--- src/hdl/pli_pkg.sv ---
`default_nettype none
package pli_pkg;

  localparam int DATA_WIDTH = 32;
  localparam int DIV_CNT_W  = $clog2(DATA_WIDTH);

  localparam logic CMD_WRITE = 1'b0;
  localparam logic CMD_QUERY = 1'b1;

  typedef logic signed [DATA_WIDTH-1:0] data_t;

  typedef enum logic [1:0] {
    STAT_OK    = 2'd0,
    STAT_BELOW = 2'd1,
    STAT_ABOVE = 2'd2
  } status_t;

  typedef enum logic [2:0] {
    ST_IDLE,
    ST_CHK0,
    ST_SCAN,
    ST_DIFF,
    ST_MUL,
    ST_DIV_START,
    ST_DIV_WAIT,
    ST_FIN
  } state_t;

  typedef struct packed {
    logic busy;
    logic done;
  } div_stat_t;

endpackage
`default_nettype wire

--- src/hdl/pli_table.sv ---
`default_nettype none
module pli_table import pli_pkg::*; #(
  parameter int DEPTH = 16,
  parameter int AW    = 4
) (
  input  wire logic          clk,
  input  wire logic          we,
  input  wire logic [AW-1:0] wr_addr,
  input  wire data_t         wr_x,
  input  wire data_t         wr_y,
  input  wire logic [AW-1:0] rd_addr,
  output data_t              rd_x,
  output data_t              rd_y
);

  logic [2*DATA_WIDTH-1:0] mem_r [DEPTH];
  logic [2*DATA_WIDTH-1:0] rd_data_r;

  always_ff @(posedge clk) begin
    if (we && (32'(wr_addr) < DEPTH)) begin
      mem_r[wr_addr] <= {wr_x, wr_y};
    end
  end

  always_ff @(posedge clk) begin
    rd_data_r <= mem_r[rd_addr];
  end

  assign rd_x = data_t'(rd_data_r[2*DATA_WIDTH-1:DATA_WIDTH]);
  assign rd_y = data_t'(rd_data_r[DATA_WIDTH-1:0]);

endmodule
`default_nettype wire

--- src/hdl/pli_div.sv ---
`default_nettype none
module pli_div import pli_pkg::*; (
  input  wire logic                    clk,
  input  wire logic                    rst_n,
  input  wire logic                    start,
  input  wire logic [2*DATA_WIDTH-1:0] dividend,
  input  wire logic [DATA_WIDTH-1:0]   divisor,
  output logic      [DATA_WIDTH-1:0]   quotient,
  output div_stat_t                    stat
);

  // restoring division, one quotient bit a cycle; high half is below divisor
  logic [DATA_WIDTH-1:0] rem_r, rem_nxt;
  logic [DATA_WIDTH-1:0] quo_r, quo_nxt;
  logic [DATA_WIDTH-1:0] dvs_r;
  logic [DIV_CNT_W-1:0]  cnt_r;
  logic                  busy_r, done_r;
  logic [DATA_WIDTH:0]   shifted, trial;
  logic                  ge;

  assign shifted = {rem_r, quo_r[DATA_WIDTH-1]};
  assign trial   = shifted - {1'b0, dvs_r};
  assign ge      = !trial[DATA_WIDTH];
  assign rem_nxt = ge ? trial[DATA_WIDTH-1:0] : shifted[DATA_WIDTH-1:0];
  assign quo_nxt = {quo_r[DATA_WIDTH-2:0], ge};

  always_ff @(posedge clk) begin
    if (!rst_n) begin
      busy_r <= 1'b0;
      done_r <= 1'b0;
      cnt_r  <= '0;
    end else begin
      done_r <= 1'b0;
      if (start) begin
        busy_r <= 1'b1;
        cnt_r  <= '0;
      end else if (busy_r) begin
        cnt_r <= cnt_r + DIV_CNT_W'(1);
        if (cnt_r == DIV_CNT_W'(DATA_WIDTH - 1)) begin
          busy_r <= 1'b0;
          done_r <= 1'b1;
        end
      end
    end
  end

  always_ff @(posedge clk) begin
    if (start) begin
      rem_r <= dividend[2*DATA_WIDTH-1:DATA_WIDTH];
      quo_r <= dividend[DATA_WIDTH-1:0];
      dvs_r <= divisor;
    end else if (busy_r) begin
      rem_r <= rem_nxt;
      quo_r <= quo_nxt;
    end
  end

  assign quotient  = quo_r;
  assign stat.busy = busy_r;
  assign stat.done = done_r;

endmodule
`default_nettype wire

--- src/hdl/piecewise_linear_interp.sv ---
// Piecewise linear interpolation over a table of up to MAX_POINTS signed
// Q16.16 breakpoints held in a small RAM. A write item (cmd 0) stores one
// breakpoint and gives no result. A query item (cmd 1) scans the segments
// one table read a cycle; for a query inside the table it subtracts,
// multiplies once and then runs a bit-serial divider one quotient bit a
// cycle, unless the segment has zero width. The length of a query is set by
// the segment scan and the 32-step divider, and the block holds in_stall
// high throughout. A finished result waits in the output register while the
// next item is taken. num_points is clamped to 2..MAX_POINTS when written.
`default_nettype none
module piecewise_linear_interp import pli_pkg::*; #(
  parameter  int MAX_POINTS = 16,
  localparam int IDX_W      = (MAX_POINTS > 1) ? $clog2(MAX_POINTS) : 1,
  localparam int CNT_W      = $clog2(MAX_POINTS + 1)
) (
  input  wire logic             clk,
  input  wire logic             rst_n,
  input  wire logic             in_valid,
  output logic                  in_stall,
  input  wire logic             in_cmd,
  input  wire logic [IDX_W-1:0] in_entry_index,
  input  wire data_t            in_entry_x,
  input  wire data_t            in_entry_y,
  input  wire data_t            in_query_x,
  output logic                  out_valid,
  input  wire logic             out_stall,
  output data_t                 out_value,
  output logic      [1:0]       out_status,
  input  wire logic             cfg_we,
  input  wire logic [CNT_W-1:0] cfg_wdata
);

  localparam int DW = DATA_WIDTH;

  state_t                 state_r, state_nxt;
  logic [CNT_W-1:0]       num_points_r;
  logic [IDX_W-1:0]       idx_r;
  data_t                  q_r, x0_r, y0_r, x1_r, y1_r;
  logic [DW-1:0]          dx_r, w_r, mag_r;
  logic                   neg_r, zero_w_r;
  logic [2*DW-1:0]        prod_r;
  status_t                status_r;
  logic                   out_valid_r;
  data_t                  out_value_r;
  status_t                out_status_r;

  logic                   tbl_we, div_start;
  logic [IDX_W-1:0]       rd_addr;
  data_t                  rd_x, rd_y;
  logic [DW-1:0]          div_quo;
  div_stat_t              div_stat;

  logic [DW:0]            cmp_diff, dx_w, w_w, dy_w, dy_neg;
  logic                   q_lt_x, q_le_x;
  logic [CNT_W-1:0]       idx_inc;
  logic                   more_seg;
  logic [DW-1:0]          quo_mag;
  logic [DW+1:0]          quo_s, sum;
  logic                   sat_hi, sat_lo;
  data_t                  fin_value;
  logic                   out_load;
  logic [CNT_W-1:0]       cfg_clamped;

  pli_table #(.DEPTH(MAX_POINTS), .AW(IDX_W)) u_table (
    .clk     (clk),
    .we      (tbl_we),
    .wr_addr (in_entry_index),
    .wr_x    (in_entry_x),
    .wr_y    (in_entry_y),
    .rd_addr (rd_addr),
    .rd_x    (rd_x),
    .rd_y    (rd_y)
  );

  pli_div u_div (
    .clk      (clk),
    .rst_n    (rst_n),
    .start    (div_start),
    .dividend (prod_r),
    .divisor  (w_r),
    .quotient (div_quo),
    .stat     (div_stat)
  );

  // shared comparator: table x against the query
  assign cmp_diff = {rd_x[DW-1], rd_x} - {q_r[DW-1], q_r};
  assign q_le_x   = !cmp_diff[DW];
  assign q_lt_x   = q_le_x && (cmp_diff != '0);

  assign idx_inc  = CNT_W'(idx_r) + CNT_W'(1);
  assign more_seg = idx_inc < num_points_r;

  assign dx_w   = {q_r[DW-1], q_r} - {x0_r[DW-1], x0_r};
  assign w_w    = {x1_r[DW-1], x1_r} - {x0_r[DW-1], x0_r};
  assign dy_w   = {y1_r[DW-1], y1_r} - {y0_r[DW-1], y0_r};
  assign dy_neg = -dy_w;

  assign quo_mag   = zero_w_r ? '0 : div_quo;
  assign quo_s     = neg_r ? -{2'b00, quo_mag} : {2'b00, quo_mag};
  assign sum       = {{2{y0_r[DW-1]}}, y0_r} + quo_s;
  assign sat_hi    = !sum[DW+1] && (sum[DW:DW-1] != 2'b00);
  assign sat_lo    = sum[DW+1] && (sum[DW:DW-1] != 2'b11);
  assign fin_value = sat_hi ? data_t'({1'b0, {(DW-1){1'b1}}}) :
                     sat_lo ? data_t'({1'b1, {(DW-1){1'b0}}}) :
                     data_t'(sum[DW-1:0]);

  assign out_load = (state_r == ST_FIN) && (!out_valid_r || !out_stall);

  assign cfg_clamped = (cfg_wdata < CNT_W'(2))          ? CNT_W'(2) :
                       (cfg_wdata > CNT_W'(MAX_POINTS)) ? CNT_W'(MAX_POINTS) :
                       cfg_wdata;

  always_comb begin
    state_nxt = state_r;
    unique case (state_r)
      ST_IDLE: begin
        if (in_valid && (in_cmd == CMD_QUERY)) state_nxt = ST_CHK0;
      end
      ST_CHK0: begin
        state_nxt = q_lt_x ? ST_FIN : ST_SCAN;
      end
      ST_SCAN: begin
        if (q_le_x) state_nxt = ST_DIFF;
        else if (!more_seg) state_nxt = ST_FIN;
      end
      ST_DIFF:      state_nxt = ST_MUL;
      ST_MUL:       state_nxt = ST_DIV_START;
      ST_DIV_START: state_nxt = zero_w_r ? ST_FIN : ST_DIV_WAIT;
      ST_DIV_WAIT: begin
        if (div_stat.done) state_nxt = ST_FIN;
      end
      ST_FIN: begin
        if (out_load) state_nxt = ST_IDLE;
      end
      default: state_nxt = ST_IDLE;
    endcase
  end

  always_comb begin
    in_stall  = 1'b1;
    tbl_we    = 1'b0;
    rd_addr   = idx_inc[IDX_W-1:0];
    div_start = 1'b0;
    unique case (state_r)
      ST_IDLE: begin
        in_stall = 1'b0;
        tbl_we   = in_valid && (in_cmd == CMD_WRITE);
        rd_addr  = '0;
      end
      ST_DIV_START: div_start = !zero_w_r;
      default: ;
    endcase
  end

  always_ff @(posedge clk) begin
    if (!rst_n) begin
      state_r      <= ST_IDLE;
      num_points_r <= CNT_W'(2);
      out_valid_r  <= 1'b0;
    end else begin
      state_r <= state_nxt;
      if (cfg_we) num_points_r <= cfg_clamped;
      if (out_load) out_valid_r <= 1'b1;
      else if (!out_stall) out_valid_r <= 1'b0;
    end
  end

  always_ff @(posedge clk) begin
    unique case (state_r)
      ST_IDLE: begin
        q_r   <= in_query_x;
        idx_r <= '0;
      end
      ST_CHK0: begin
        x0_r     <= rd_x;
        y0_r     <= rd_y;
        idx_r    <= idx_inc[IDX_W-1:0];
        status_r <= STAT_BELOW;
      end
      ST_SCAN: begin
        if (q_le_x) begin
          x1_r     <= rd_x;
          y1_r     <= rd_y;
          status_r <= STAT_OK;
        end else begin
          x0_r     <= rd_x;
          y0_r     <= rd_y;
          idx_r    <= idx_inc[IDX_W-1:0];
          status_r <= STAT_ABOVE;
        end
      end
      ST_DIFF: begin
        dx_r     <= dx_w[DW-1:0];
        w_r      <= w_w[DW-1:0];
        zero_w_r <= (w_w[DW-1:0] == '0);
        neg_r    <= dy_w[DW];
        mag_r    <= dy_w[DW] ? dy_neg[DW-1:0] : dy_w[DW-1:0];
      end
      ST_MUL: begin
        prod_r <= dx_r * mag_r;
      end
      ST_FIN: begin
        if (out_load) begin
          out_status_r <= status_r;
          out_value_r  <= (status_r == STAT_OK) ? fin_value : '0;
        end
      end
      default: ;
    endcase
  end

  assign out_valid  = out_valid_r;
  assign out_value  = out_value_r;
  assign out_status = out_status_r;

  a_div_done_in_wait: assert property (@(posedge clk) disable iff (!rst_n)
    div_stat.done |-> (state_r == ST_DIV_WAIT))
    else $error("divider finished outside its wait state");

  a_result_from_fin: assert property (@(posedge clk) disable iff (!rst_n)
    $rose(out_valid_r) |-> ($past(state_r) == ST_FIN))
    else $error("result appeared without a finished query");

  a_error_value_zero: assert property (@(posedge clk) disable iff (!rst_n)
    (out_valid_r && (out_status_r != STAT_OK)) |-> (out_value_r == '0))
    else $error("error result carries a non-zero value");

  a_scan_in_range: assert property (@(posedge clk) disable iff (!rst_n)
    (state_r == ST_SCAN) |-> (CNT_W'(idx_r) < num_points_r))
    else $error("segment scan ran past the table");

endmodule
`default_nettype wire
--- config.mk ---
export PLATFORM = sky130hd
export DESIGN_NAME = piecewise_linear_interp
export DESIGN_NICKNAME = d
export VERILOG_FILES = /design/src/hdl/pli_pkg.sv /design/src/hdl/pli_table.sv /design/src/hdl/pli_div.sv /design/src/hdl/piecewise_linear_interp.sv
export SDC_FILE = /design/constraint.sdc
export NUM_CORES = 2
export LEC_CHECK = 0
export ABC_AREA = 1
export BUFFER_PORTS_ARGS = -buffer_cell sky130_fd_sc_hd__buf_2
export CORE_MARGIN = 3
export CORE_UTILIZATION = 47
export CTS_BUF_LIST = sky130_fd_sc_hd__clkbuf_16
export DETAILED_ROUTE_END_ITERATION = 16
export HOLD_SLACK_MARGIN = 0.08
export PLACE_DENSITY = 0.64
export SLEW_MARGIN = 10
export SYNTH_ARGS = -nofsm -noshare
export SYNTH_HDL_FRONTEND = slang
export SYNTH_HIERARCHICAL = 1
export SYNTH_SLANG_ARGS = --single-unit
--- constraint.sdc ---
create_clock -name clk -period 7.81 [get_ports clk]
set_input_delay 0.781 -clock clk [delete_from_list [all_inputs] [get_ports clk]]
set_output_delay 0.781 -clock clk [all_outputs]
set_load 0.05 [all_outputs]
==> out/qor_table.md <==
| Parameter | Value |
| --- | --- |
| Result of the run | complete, no violations |
| Yosys synthesis warning count | 6 |
| Depth of the most critical reg-to-reg path | 26 |
| Clock H-tree levels | 4 |
| Number of nets in the layout | 13915 |
| Filler instances | 21064 |
| TritonCTS clock tree | built |
| Proportion of layout cells with a drive suffix above 1 | 0.0553 |
| Effective utilization at floorplan | 0.473 |
| Setup slack, reg-to-reg | 0.24 ns |
| Number of DRC markers in iteration 0 | 6224 |
| Total die area | 0.240 mm² |
| Overall track demand over capacity in global routing | 0.259 |
| Worst setup EP type | flop |
| Synthesis-to-finish area growth | 9.84% |
| Setup slack of the critical path after layout | 0.245 ns |
| Worst Hold Endpoint | num_points_r[1]$_SDFFE_PN1P_ |
| Unrepaired setup endpoints after global routing | false |
| Placed cell count | 15361 |
| Count of pins over their slew limit | 0 |
| Final RePlAce weighted congestion | 0.959 |
| Multi-input logic area | 0.0511 mm² |
| Fraction of met3 tracks used by global routing | 0.0419 |
| Worst Path Class, Setup | flop to flop |
| Most frequent cell on the critical path | fa_1 |
| Post-Route Skew | 0.0791 ns |
| Post-Syn Area | 0.110 mm² |
| Clock-pin slew reported for the worst setup and hold paths after clock tree synthesis | 0.06 ns |
| Final worst path period need | 7.57 ns |
| # IOs | 147 |
| Count of endpoints failing setup in the final report | 0 |
| WP buf/inv | 8 |
| Post-detailed-route wirelength per cell | 19.8 µm |
| Sinks on the clock net | 1562 |
| Vias | 80839 |
| Slowest Stage Delay on Critical Path | 0.61 ns |
| Net count after synthesis | 13808 |
| Type of the tightest min-delay check | input pin to flop |
| Post-route ant nets | 0 |
| Most common cell after layout, fill and taps aside | nand2_1 |
| TritonCTS buffer count | 172 |
| Number of stages on the worst hold path | 3 |
| Critical Path Slowest Stage Cell | fa_1 |
| Number of hold violations in the final report | 0 |
| Sum of negative setup slack | 0 ns |
| Clock latency reported for the late side of the worst-skew pair | 0.84 ns |
| Required @ worst endpoint | 8.33 ns |
| Maximum fanout count along the critical path | 13 |
| Met1 layer usage reported by global route | 0.341 |
| Estimated wirelength of the detail-placed design | 225000 µm |
| 1st-pass router iterations | 7 |
| Crit path arrival time | 8.09 ns |
| Final clock period utilization by the worst path | 0.969 |
| Global-route wire length before repair | 483000 µm |
| GRT busiest layer | met2 |
| Category of the worst setup path launch point | flop |
| Total length of routed wires | 312000 µm |
| Synth Instances | 12332 |
| # rows | 177 |
| Maximum number of pins on one net before global-route repair | 181 |
| Remaining design rule violation count | 0 |
| Number of vias per cell | 5.14 |
| Via count of the first global-routing pass | 82677 |
| Clock tree root driver cell | clkbuf_16 |
| Least-Margin Pin Slew | 1.30 ns |
| Leading cell types in the layout, fill and taps excluded | nand2_1, inv_1, edfxtp_1 |
| Placement Setup Slack | -0.306 ns |
| Capturing point of the worst reg2reg path | prod_r[63]$_DFFE_PP_ |
| Leftover overflow at the end of global routing | 0 |
| Met2 Track Usage GR | 0.439 |
| Slew margin rel. | 0.133 |
| Critical hold path startpoint | cfg_wdata[1] |
| Die outline width | 490 µm |
| Port buffer count | 146 |
| Worst-case clock buffer depth | 3 |
| Die Height | 490 µm |
| Number of max-cap violations | 0 |
| Standard cell core area | 0.233 mm² |
| FF/Latch Area | 0.0461 mm² |
| Antenna violations before repair | 39 |
| Launching point of the worst reg2reg path | dx_r[9]$_DFFE_PP_ |
| Syn avg cell area | 8.93 µm² |
| Non-filler cells in the finished layout | 15728 |
| Maximum clock frequency | 0.132 GHz |
| Largest delay contributor family on the critical path | adder cells |
==> sequential cells by signal (all words and copies together), names as in the netlist, 3 cells and up <==
register	flops
q_r	32
y0_r	32
mag_r	32
dx_r	32
u_div/rem_r	32
u_div/quotient	32
w_r	32
num_points_r	5
u_table/mem_r	1024
x1_r	32
out_value	32
u_table/rd_data_r	64
y1_r	32
u_div/dvs_r	32
idx_r	4
state_r	3
u_div/cnt_r	5
prod_r	64
x0_r	32
==> cell type report <==
| cell class | count | area share |
|---|---|---|
| multi-input cells | 7434 | 0.422 |
| well taps | 3132 | 0.0324 |
| repair buffers | 379 | 0.0261 |
| inverters | 2890 | 0.0899 |
| clock buffers | 174 | 0.0360 |
| diodes | 18 | 0.000372 |
| clock inverters | 139 | 0.0116 |
| flip-flops and latches | 1562 | 0.381 |
==> repair_timing <==
| item | 4_1_cts | 5_1_grt |
|---|---|---|
| resized for setup | 2 | 10 |
| hold endpoints to repair | 25 | 0 |
| setup endpoints to repair | 3 | 13 |
| pin swaps | 0 | 3 |
| hold buffers | 25 | 0 |
| setup buffers | 2 | 9 |
==> tightest hold or removal path, cell delays in order <==
cell and delay [ns]:
buf_2 0.09, nand2_1 0.05, o211ai_1 0.08
==> routing by layer <==
layer | vias up | part of all wire
met5 | - | 0.00052
met4 | 24 | 0.034
met3 | 573 | 0.070
met2 | 2692 | 0.48
met1 | 39400 | 0.41
li1 | 38150 | -
==> through the flow <==
step / hold slack (ns) / util / area (µm²)
floorplan: 0.400 / - / 110000
global placement: 0.402 / 0.493 / 115000
finish: 0.223 / 0.520 / 121000
CTS: 0.141 / 0.519 / 121000
global route: 0.195 / 0.519 / 121000
detailed placement: 0.405 / 0.493 / 115000
==> how the worst max path moves through the flow <==
stage          cells after the start              endpoint                 from  slack, ns
2_1_floorplan                     28  prod_r[62]$_DFFE_PP_   mag_r[2]$_DFFE_PP_       1.07
3_3_place_gp                      20  prod_r[58]$_DFFE_PP_   dx_r[23]$_DFFE_PP_      -0.29
3_5_place_dp                      22  prod_r[58]$_DFFE_PP_   dx_r[23]$_DFFE_PP_      -0.31
4_1_cts                           26  prod_r[58]$_DFFE_PP_  mag_r[21]$_DFFE_PP_       0.04
5_1_grt                           26  prod_r[58]$_DFFE_PP_  mag_r[21]$_DFFE_PP_     0.0003
6_report                          26  prod_r[63]$_DFFE_PP_    dx_r[9]$_DFFE_PP_       0.24
Power is left out: the tool's default activity adds up to more than one toggle a clock period on the data nets, which glitch-free logic cannot reach.
